[src/hdl/srh_pkg.sv]
// Shared types, constants and codes of the strided RGB histogram.
package srh_pkg;

  localparam int MAX_BINS_DEF = 256;
  localparam int NUM_CH       = 3;
  localparam int CNT_W        = 32;
  localparam int LEVEL_W      = 16;
  localparam int BINS_W       = 9;
  localparam int STRIDE_W     = 8;
  localparam int CHAN_W       = 2;
  localparam int RBIN_W       = 8;
  localparam int ACT_W        = 2;
  localparam int PADDR_W      = 4;
  localparam int PDATA_W      = 32;

  localparam logic [BINS_W-1:0]   BINS_RST   = 9'd256;
  localparam logic                FORMAT_RST = 1'b0;
  localparam logic [STRIDE_W-1:0] STRIDE_RST = 8'd31;

  // word opcodes
  typedef enum logic [ACT_W-1:0] {
    ACT_CLEAR = 2'd0,
    ACT_PIXEL = 2'd1,
    ACT_READ  = 2'd2
  } action_t;

  // register indexes (byte address / 4)
  typedef enum logic [1:0] {
    REG_BINS   = 2'd0,
    REG_FORMAT = 2'd1,
    REG_STRIDE = 2'd2
  } reg_idx_t;

  typedef enum logic [2:0] {
    ST_CLEAR,
    ST_IDLE,
    ST_DIV,
    ST_FIX,
    ST_LOOKUP,
    ST_UPDATE,
    ST_REPLY
  } state_t;

  typedef struct packed {
    logic [BINS_W-1:0]   bins_in_use;
    logic                pixel_format;
    logic [STRIDE_W-1:0] sample_stride;
  } cfg_t;

  // controller -> datapath
  typedef struct packed {
    logic in_ready;
    logic accept;
    logic clr_start;
    logic clr_wr;
    logic mul_en;
    logic div_en;
    logic fix_en;
    logic rd_en;
    logic rd_port;
    logic wr_inc;
    logic out_load;
  } cmd_t;

  // datapath -> controller
  typedef struct packed {
    logic    in_valid;
    action_t action;
    logic    sample;
    logic    clr_last;
    logic    out_free;
  } sts_t;

endpackage

[src/hdl/srh_ctrl.sv]
// Controller: sequences clear sweeps, pixel binning and counter reads.
module srh_ctrl import srh_pkg::*; (
  input  logic clk,
  input  logic rst_n,
  input  sts_t sts,
  output cmd_t cmd
);

  state_t state_r, state_nxt;

  always_ff @(posedge clk) begin
    if (!rst_n) begin
      state_r <= ST_CLEAR;
    end else begin
      state_r <= state_nxt;
    end
  end

  always_comb begin
    state_nxt    = state_r;
    cmd          = '0;
    cmd.in_ready = (state_r == ST_IDLE);
    unique case (state_r)
      ST_CLEAR: begin
        cmd.clr_wr = 1'b1;
        if (sts.clr_last) state_nxt = ST_IDLE;
      end
      ST_IDLE: begin
        if (sts.in_valid) begin
          cmd.accept = 1'b1;
          unique case (sts.action)
            ACT_CLEAR: begin
              cmd.clr_start = 1'b1;
              state_nxt     = ST_CLEAR;
            end
            ACT_PIXEL: begin
              if (sts.sample) begin
                cmd.mul_en = 1'b1;
                state_nxt  = ST_DIV;
              end
            end
            ACT_READ: begin
              cmd.rd_en   = 1'b1;
              cmd.rd_port = 1'b1;
              state_nxt   = ST_REPLY;
            end
            default: ;
          endcase
        end
      end
      ST_DIV: begin
        cmd.div_en = 1'b1;
        state_nxt  = ST_FIX;
      end
      ST_FIX: begin
        cmd.fix_en = 1'b1;
        state_nxt  = ST_LOOKUP;
      end
      ST_LOOKUP: begin
        cmd.rd_en = 1'b1;
        state_nxt = ST_UPDATE;
      end
      ST_UPDATE: begin
        cmd.wr_inc = 1'b1;
        state_nxt  = ST_IDLE;
      end
      ST_REPLY: begin
        if (sts.out_free) begin
          cmd.out_load = 1'b1;
          state_nxt    = ST_IDLE;
        end
      end
      default: state_nxt = ST_IDLE;
    endcase
  end

endmodule

[config.mk]
export PLATFORM = sky130hd
export DESIGN_NAME = srh_ctrl
export DESIGN_NICKNAME = d
export VERILOG_FILES = /design/src/hdl/srh_pkg.sv /design/src/hdl/srh_ctrl.sv
export SDC_FILE = /design/constraint.sdc
export NUM_CORES = 1
export LEC_CHECK = 0
export ABC_AREA = 1
export ABC_CLOCK_PERIOD_IN_PS = 900
export BUFFER_PORTS_ARGS = -buffer_cell sky130_fd_sc_hd__buf_2
export CAP_MARGIN = 10
export CORE_AREA = 2 2 39 41
export DETAILED_ROUTE_END_ITERATION = 8
export DIE_AREA = 0 0 41 43
export PLACE_DENSITY = 0.57
export SYNTH_ARGS = -nofsm -noshare
export SYNTH_HDL_FRONTEND = slang
export SYNTH_SLANG_ARGS = --single-unit
[constraint.sdc]
create_clock -name clk -period 0.9 [get_ports clk]
set_input_delay 0.045 -clock clk [delete_from_list [all_inputs] [get_ports clk]]
set_output_delay 0.045 -clock clk [all_outputs]
set_load 0.005 [all_outputs]
==> results.toml, run 1 <==
[global_routing]
grt_start_max_net_pins = 7
grt_overflow = 0
initial_antenna_violation_count = 0
grt_pass1_wl_mm = 1.80
first_global_vias = 467
grt_usage_pct = 15.2

[logic_synthesis]
postSynthNetCount = 73
post-synth-top-count-cell = "sky130_fd_sc_hd__nor2_1"
synth_top_area_cell = "sky130_fd_sc_hd__dfxtp_1"
syn_avg_cell_area_um2 = 5.61
mappedNetlistArea_um2 = 348
netlist_instances = 62
synthDominantCellAreaShare_pct = 17.3
synth_edf_count = 0
postSynth.topFlopCell = "sky130_fd_sc_hd__dfxtp_1"
ys_async_sr_fraction_pct = 0
netlist_top_cells_area = "sky130_fd_sc_hd__dfxtp_1 (17%), sky130_fd_sc_hd__nor2_1 (16%), sky130_fd_sc_hd__nand2_1 (15%)"
yosysWarnings = 0
post_synth_most_frequent_cells = "sky130_fd_sc_hd__nor2_1 (15), sky130_fd_sc_hd__nand2_1 (14), sky130_fd_sc_hd__inv_1 (10)"
synthDistinctLibCells = 16
ys_seq_elements = 3
proportion_of_synthesized_chip_area_in_sequential_cells_pct = 17.3

[floorplanning]
die_height_um = 43
std_cell_rows = 14
chipWidth_um = 41
initial_core_util_pct = 25.1
design.die.area_um2 = 1760
coreArea_um2 = 1380
top_level_ports = 19

[drt]
drt_pre_antenna_iters = 4
drcViolationCount = 0
maxUsedRoutingLayer = "met4"
route.final.wire_length_mm = 1.11
met1Wirelength_um = 457
vias = 497
route.antenna.remaining_nets = 0
route.met2.wl_um = 574
drt-vias-per-instance = 4.36
dr.first_iter.drc_count = 9
dr_wl_met3_um = 41
wl_per_cell_um = 9.70

[timing]
setup_ws_ns = -0.318
max_freq_mhz = 821
tightest_slew_ns = 0.235
holdWs_ns = 0.0366
clock_skew_ns = 0.00596
finalMaxSlewViolations = 0
fin_crit_sh_pct = 135
timing.final.hold_violations = 0
slew_headroom_pct = 84.3
period_minus_slack_ns = 1.22
rsz0062_at_grt = "yes"
setup_violations = 14

[hold_path]
min_from = "rst_n"
hp-class = "input pin to flop"

[placed_design]
portBuffers = 18
gp_congestion = 0.762
dp.final_hpwl_um = 772
placedInstanceArea_um2 = 527

[cells_and_area]
final_layout_size_suffix_gt1_share_pct = 53.1
n_antenna_cell = 0
fin_nets = 110
top_register = "state_r"
n_fill_cell = 153
largest_register_ff_count = 3
regs_by_ff_count = "state_r: 3 flops"
design_area_um2 = 651
flow.area_growth_from_synthesis_pct = 87.1

[cts]
cts.sink_count = 3
cts_max_level = 1
clk-insertion-delay-late_ns = 0.25
cts_hold_repair.buffers = 0
cts.reportedPaths.clkPinSlew_ns = 0.04
cts-root-to-sink-buffers = 2
cts_tree = "done"
clock-root-buffer = "sky130_fd_sc_hd__clkbuf_4"
number_of_clock_buffers_inserted_by_tritoncts = 3

[setup_path]
cp-startpoint = "state_r[2]"
cp_max_fo = 3
timing.setup.critical_path_class = "flop to output port"
critPathRequiredTime_ns = 0.85
arrival_ns = 1.17
crit_path_start_kind = "flop"
rr_startpoint = "state_r[2]"
end_kind = "output port"

[run_status]
failed_checks = "setup timing"
run_status = "finished, violations left"

[power_and_ir_drop]
leakage_nw = 0.364
power-per-cell-area_nw_per_um2 = 2450
irDropWorstVdd_v = 0.00120

[flow_run]
drv_cap = 0
## critical path: stages (launching register included)
cell and delay (ns):
sky130_fd_sc_hd__dfxtp_4 0.35, sky130_fd_sc_hd__inv_4 0.06, sky130_fd_sc_hd__nand2_4 0.05, sky130_fd_sc_hd__nor2_4 0.14, sky130_fd_sc_hd__nand2_2 0.08, sky130_fd_sc_hd__o21ai_1 0.11, sky130_fd_sc_hd__buf_2 0.12
## kinds of logic (layout without fill, tap and decap cells)
kind of cell	after synthesis	count (layout)	synth area share, %
AO/OA/AOI/OAI	4	4	5.75
adder cells (fa/ha/maj)	3	3	10.8
buffers and inverters	11	47	11.9
flip-flops	3	3	17.3
AND/OR/NAND/NOR	41	41	54.3
## timing repair
item                       in CTS  in global routing
gates resized for setup        15                  1
cloned                          0                  0
setup buffers                   6                  0
pin swaps                       8                  4
setup endpoints to repair      14                 14
## through the flow
stage | power (W) | cells | setup slack [ns] | setup TNS (ns) | utilization, %
after global placement | 0.00101 | 104 | -0.206 | -0.991 | 38.1
after detailed placement | 0.00102 | 104 | -0.169 | -0.989 | 38.1
after global routing | 0.00173 | 114 | -0.379 | -4.31 | 47.0
after CTS | 0.00157 | 114 | -0.321 | -3.51 | 46.7
final | 0.00159 | 114 | -0.318 | -3.53 | 47.0
after floorplan | 0.000709 | 62 | -0.0590 | -0.199 | -
## cell type report
class                      instances  area, um^2  share of cell area [%]
clock buffer                       4        26.3                    4.04
inverter                          11        43.8                    6.73
multi-input combinational         48         280                    43.1
sequential                         3        71.3                    11.0
tap                               16        20.0                    3.08
timing repair buffer              32         209                    32.1
## per-layer routing
layer / track usage, % / up-vias
li1: - / 266
met1: 17.0 / 214
met2: 25.0 / 13
met3: 2.09 / 4
met4: 10.0 / 0
met5: 0 / -
## layout by cell type (no fill, tap or decap), drive strengths merged
cell type | Yosys | routed
nand4 | 2 | 2
a21oi | 1 | 1
nand2 | 16 | 16
ha | 3 | 3
nor2 | 17 | 17
dfxtp | 3 | 3
nand3 | 2 | 2
clkbuf | 0 | 4
nor3 | 3 | 3
nand3b | 1 | 1
o21ai | 3 | 3
buf | 0 | 32
inv | 11 | 11
## worst paths after layout
| kind | to | slack, ns | depth (start not counted) |
|---|---|---|---|
| setup / recovery | cmd[3] | -0.32 | 6 |
| hold / removal | state_r[0] | 0.04 | 3 |
| setup reg to reg | state_r[1] | -0.26 | 7 |
| hold reg to reg | state_r[1] | 0.74 | 4 |
## power by group
group	leakage, nW	internal (W)	switching [W]
combinational	0.322	0.000517	0.000530
sequential	0.0267	0.000206	0.0000839
clock	0.0150	0.000167	0.0000882
(Power assumes the default switching activity.)
==> run 2, diff against run 1 <==
REMOVE_ABC_BUFFERS = 1   (was not set)
==> run 2 against run 1 <==
Effect of this change: the run still ends with setup timing left; combinational power fell by 5%; flip-flop and latch count unchanged; wire length down 9.4%; sequential share of layout area rose by 0.39 points; largest cell class unchanged; largest power group unchanged.
==> results.toml, run 2 (synthesis gave the netlist of run 1 again) <==
[drt]
wl_per_cell_um = 9.03
route.antenna.remaining_nets = 0
route.final.wire_length_mm = 1.00
vias = 486
drt_pre_antenna_iters = 4
dr.first_iter.drc_count = 34
drt-vias-per-instance = 4.38
drcViolationCount = 0

[timing]
holdWs_ns = 0.0541
setup_violations = 14
fin_crit_sh_pct = 134
timing.final.hold_violations = 0
slew_headroom_pct = 84.6
finalMaxSlewViolations = 0
setup_total_negative_slack_ns = -3.31
rsz0062_at_grt = "yes"
clock_skew_ns = 0.00293
tightest_slew_ns = 0.229
setup_ws_ns = -0.303
period_minus_slack_ns = 1.20
max_freq_mhz = 831

[setup_path]
r2r_slack_ns = -0.29
arrival_ns = 1.16
rr_startpoint = "state_r[2]"
crit_path_start_kind = "flop"
timing.setup.critical_path_class = "flop to output port"
critPathRequiredTime_ns = 0.85
end_kind = "output port"
timing.reg2reg.worst_path_depth = 10
cp-startpoint = "state_r[2]"
cp_max_fo = 4
r2r_end = "state_r[1]"

[hold_path]
hold_path_end = "state_r[0]"
min_from = "rst_n"
hold-path-cell-count = 3
hp-class = "input pin to flop"

[floorplanning]
coreArea_um2 = 1380
std_cell_rows = 14
initial_core_util_pct = 25.1
design.die.area_um2 = 1760
die_height_um = 43
chipWidth_um = 41
top_level_ports = 19

[cells_and_area]
largest_register_ff_count = 3
mostFrequentLayoutCell = "sky130_fd_sc_hd__buf_2"
top_register = "state_r"
n_antenna_cell = 0
final_layout_size_suffix_gt1_share_pct = 54.7
fin_nets = 107
n_fill_cell = 152
final-instance-count-excl-fill = 111
flow.area_growth_from_synthesis_pct = 80.6
mostFrequentLayoutCells = "sky130_fd_sc_hd__buf_2 (18), sky130_fd_sc_hd__nor2_1 (14), sky130_fd_sc_hd__nand2_1 (10)"
regs_by_ff_count = "state_r: 3 flops"

[cts]
cts_max_level = 1
cts.reportedPaths.clkPinSlew_ns = 0.04
clock-root-buffer = "sky130_fd_sc_hd__clkbuf_4"
number_of_clock_buffers_inserted_by_tritoncts = 3
cts.sink_count = 3
cts_tree = "done"
clk-insertion-delay-late_ns = 0.23
cts-root-to-sink-buffers = 2

[placed_design]
dp.final_hpwl_um = 737
gp_congestion = 0.758
dp_cells = 103
dpl_worst_slack_ns = -0.293
portBuffers = 18

[global_routing]
grt_pass1_wl_mm = 1.63
first_global_vias = 434
grt_overflow = 0
initial_antenna_violation_count = 0
grt_start_max_net_pins = 6
grt_usage_pct = 13.5

[run_status]
run_status = "finished, violations left"
failed_checks = "setup timing"

[power_and_ir_drop]
leakage_nw = 0.356
power-per-cell-area_nw_per_um2 = 2410
irDropWorstVdd_v = 0.00131

[flow_run]
drv_cap = 0
[run 2: metal layers]
metal,routed length [um],track usage (%)
met1,451,17.0
met2,507,20.0
met3,43,3.14
met4,0,8.00
met5,0,0
[run 2: power by group]
| part | internal, W | switching (W) |
|---|---|---|
| sequential | 0.000206 | 0.0000781 |
| clock | 0.000166 | 0.0000620 |
| combinational | 0.000478 | 0.000523 |
| total | 0.000850 | 0.000663 |
[run 2: worst max path at each step]
| stage | to |
|---|---|
| final | cmd[2] |
| after global placement | state_r[0] |
| after global routing | cmd[3] |
| after detailed placement | state_r[0] |
| after CTS | cmd[3] |
| after floorplan | state_r[1] |
[run 2: area by class of cell]
| cell class | instances | area (um^2) | area share, % |
|---|---|---|---|
| flip-flops and latches | 3 | 71.3 | 11.4 |
| inverters | 11 | 43.8 | 6.97 |
| repair buffers | 29 | 180 | 28.7 |
| clock buffers | 4 | 26.3 | 4.18 |
| multi-input cells | 48 | 287 | 45.6 |
| well taps | 16 | 20.0 | 3.19 |
[run 2: worst max-delay path, cell delays in order (launching register included)]
cell and delay [ns]:
sky130_fd_sc_hd__dfxtp_4 0.35, sky130_fd_sc_hd__inv_4 0.06, sky130_fd_sc_hd__nand2_4 0.06, sky130_fd_sc_hd__nor2_4 0.13
sky130_fd_sc_hd__nand2_2 0.09, sky130_fd_sc_hd__nor2_1 0.11, sky130_fd_sc_hd__buf_2 0.12
[run 2: repair_timing]
action | CTS | global route
endpoints found under the setup margin | 14 | 14
endpoints found under the hold margin | 0 | 0
gates cloned | 0 | 0
setup buffers | 3 | 1
hold buffers | 0 | 0
pin swaps | 4 | 5
resized for setup | 18 | 6
[run 2: stage by stage]
step                instance area (um^2)  total power (W)  utilization (%)
floorplan                            348         0.000684                -
global placement                     510         0.000980             36.9
detailed placement                   510         0.000973             36.9
CTS                                  601          0.00144             43.4
global route                         628          0.00165             45.4
finish                               628          0.00151             45.4
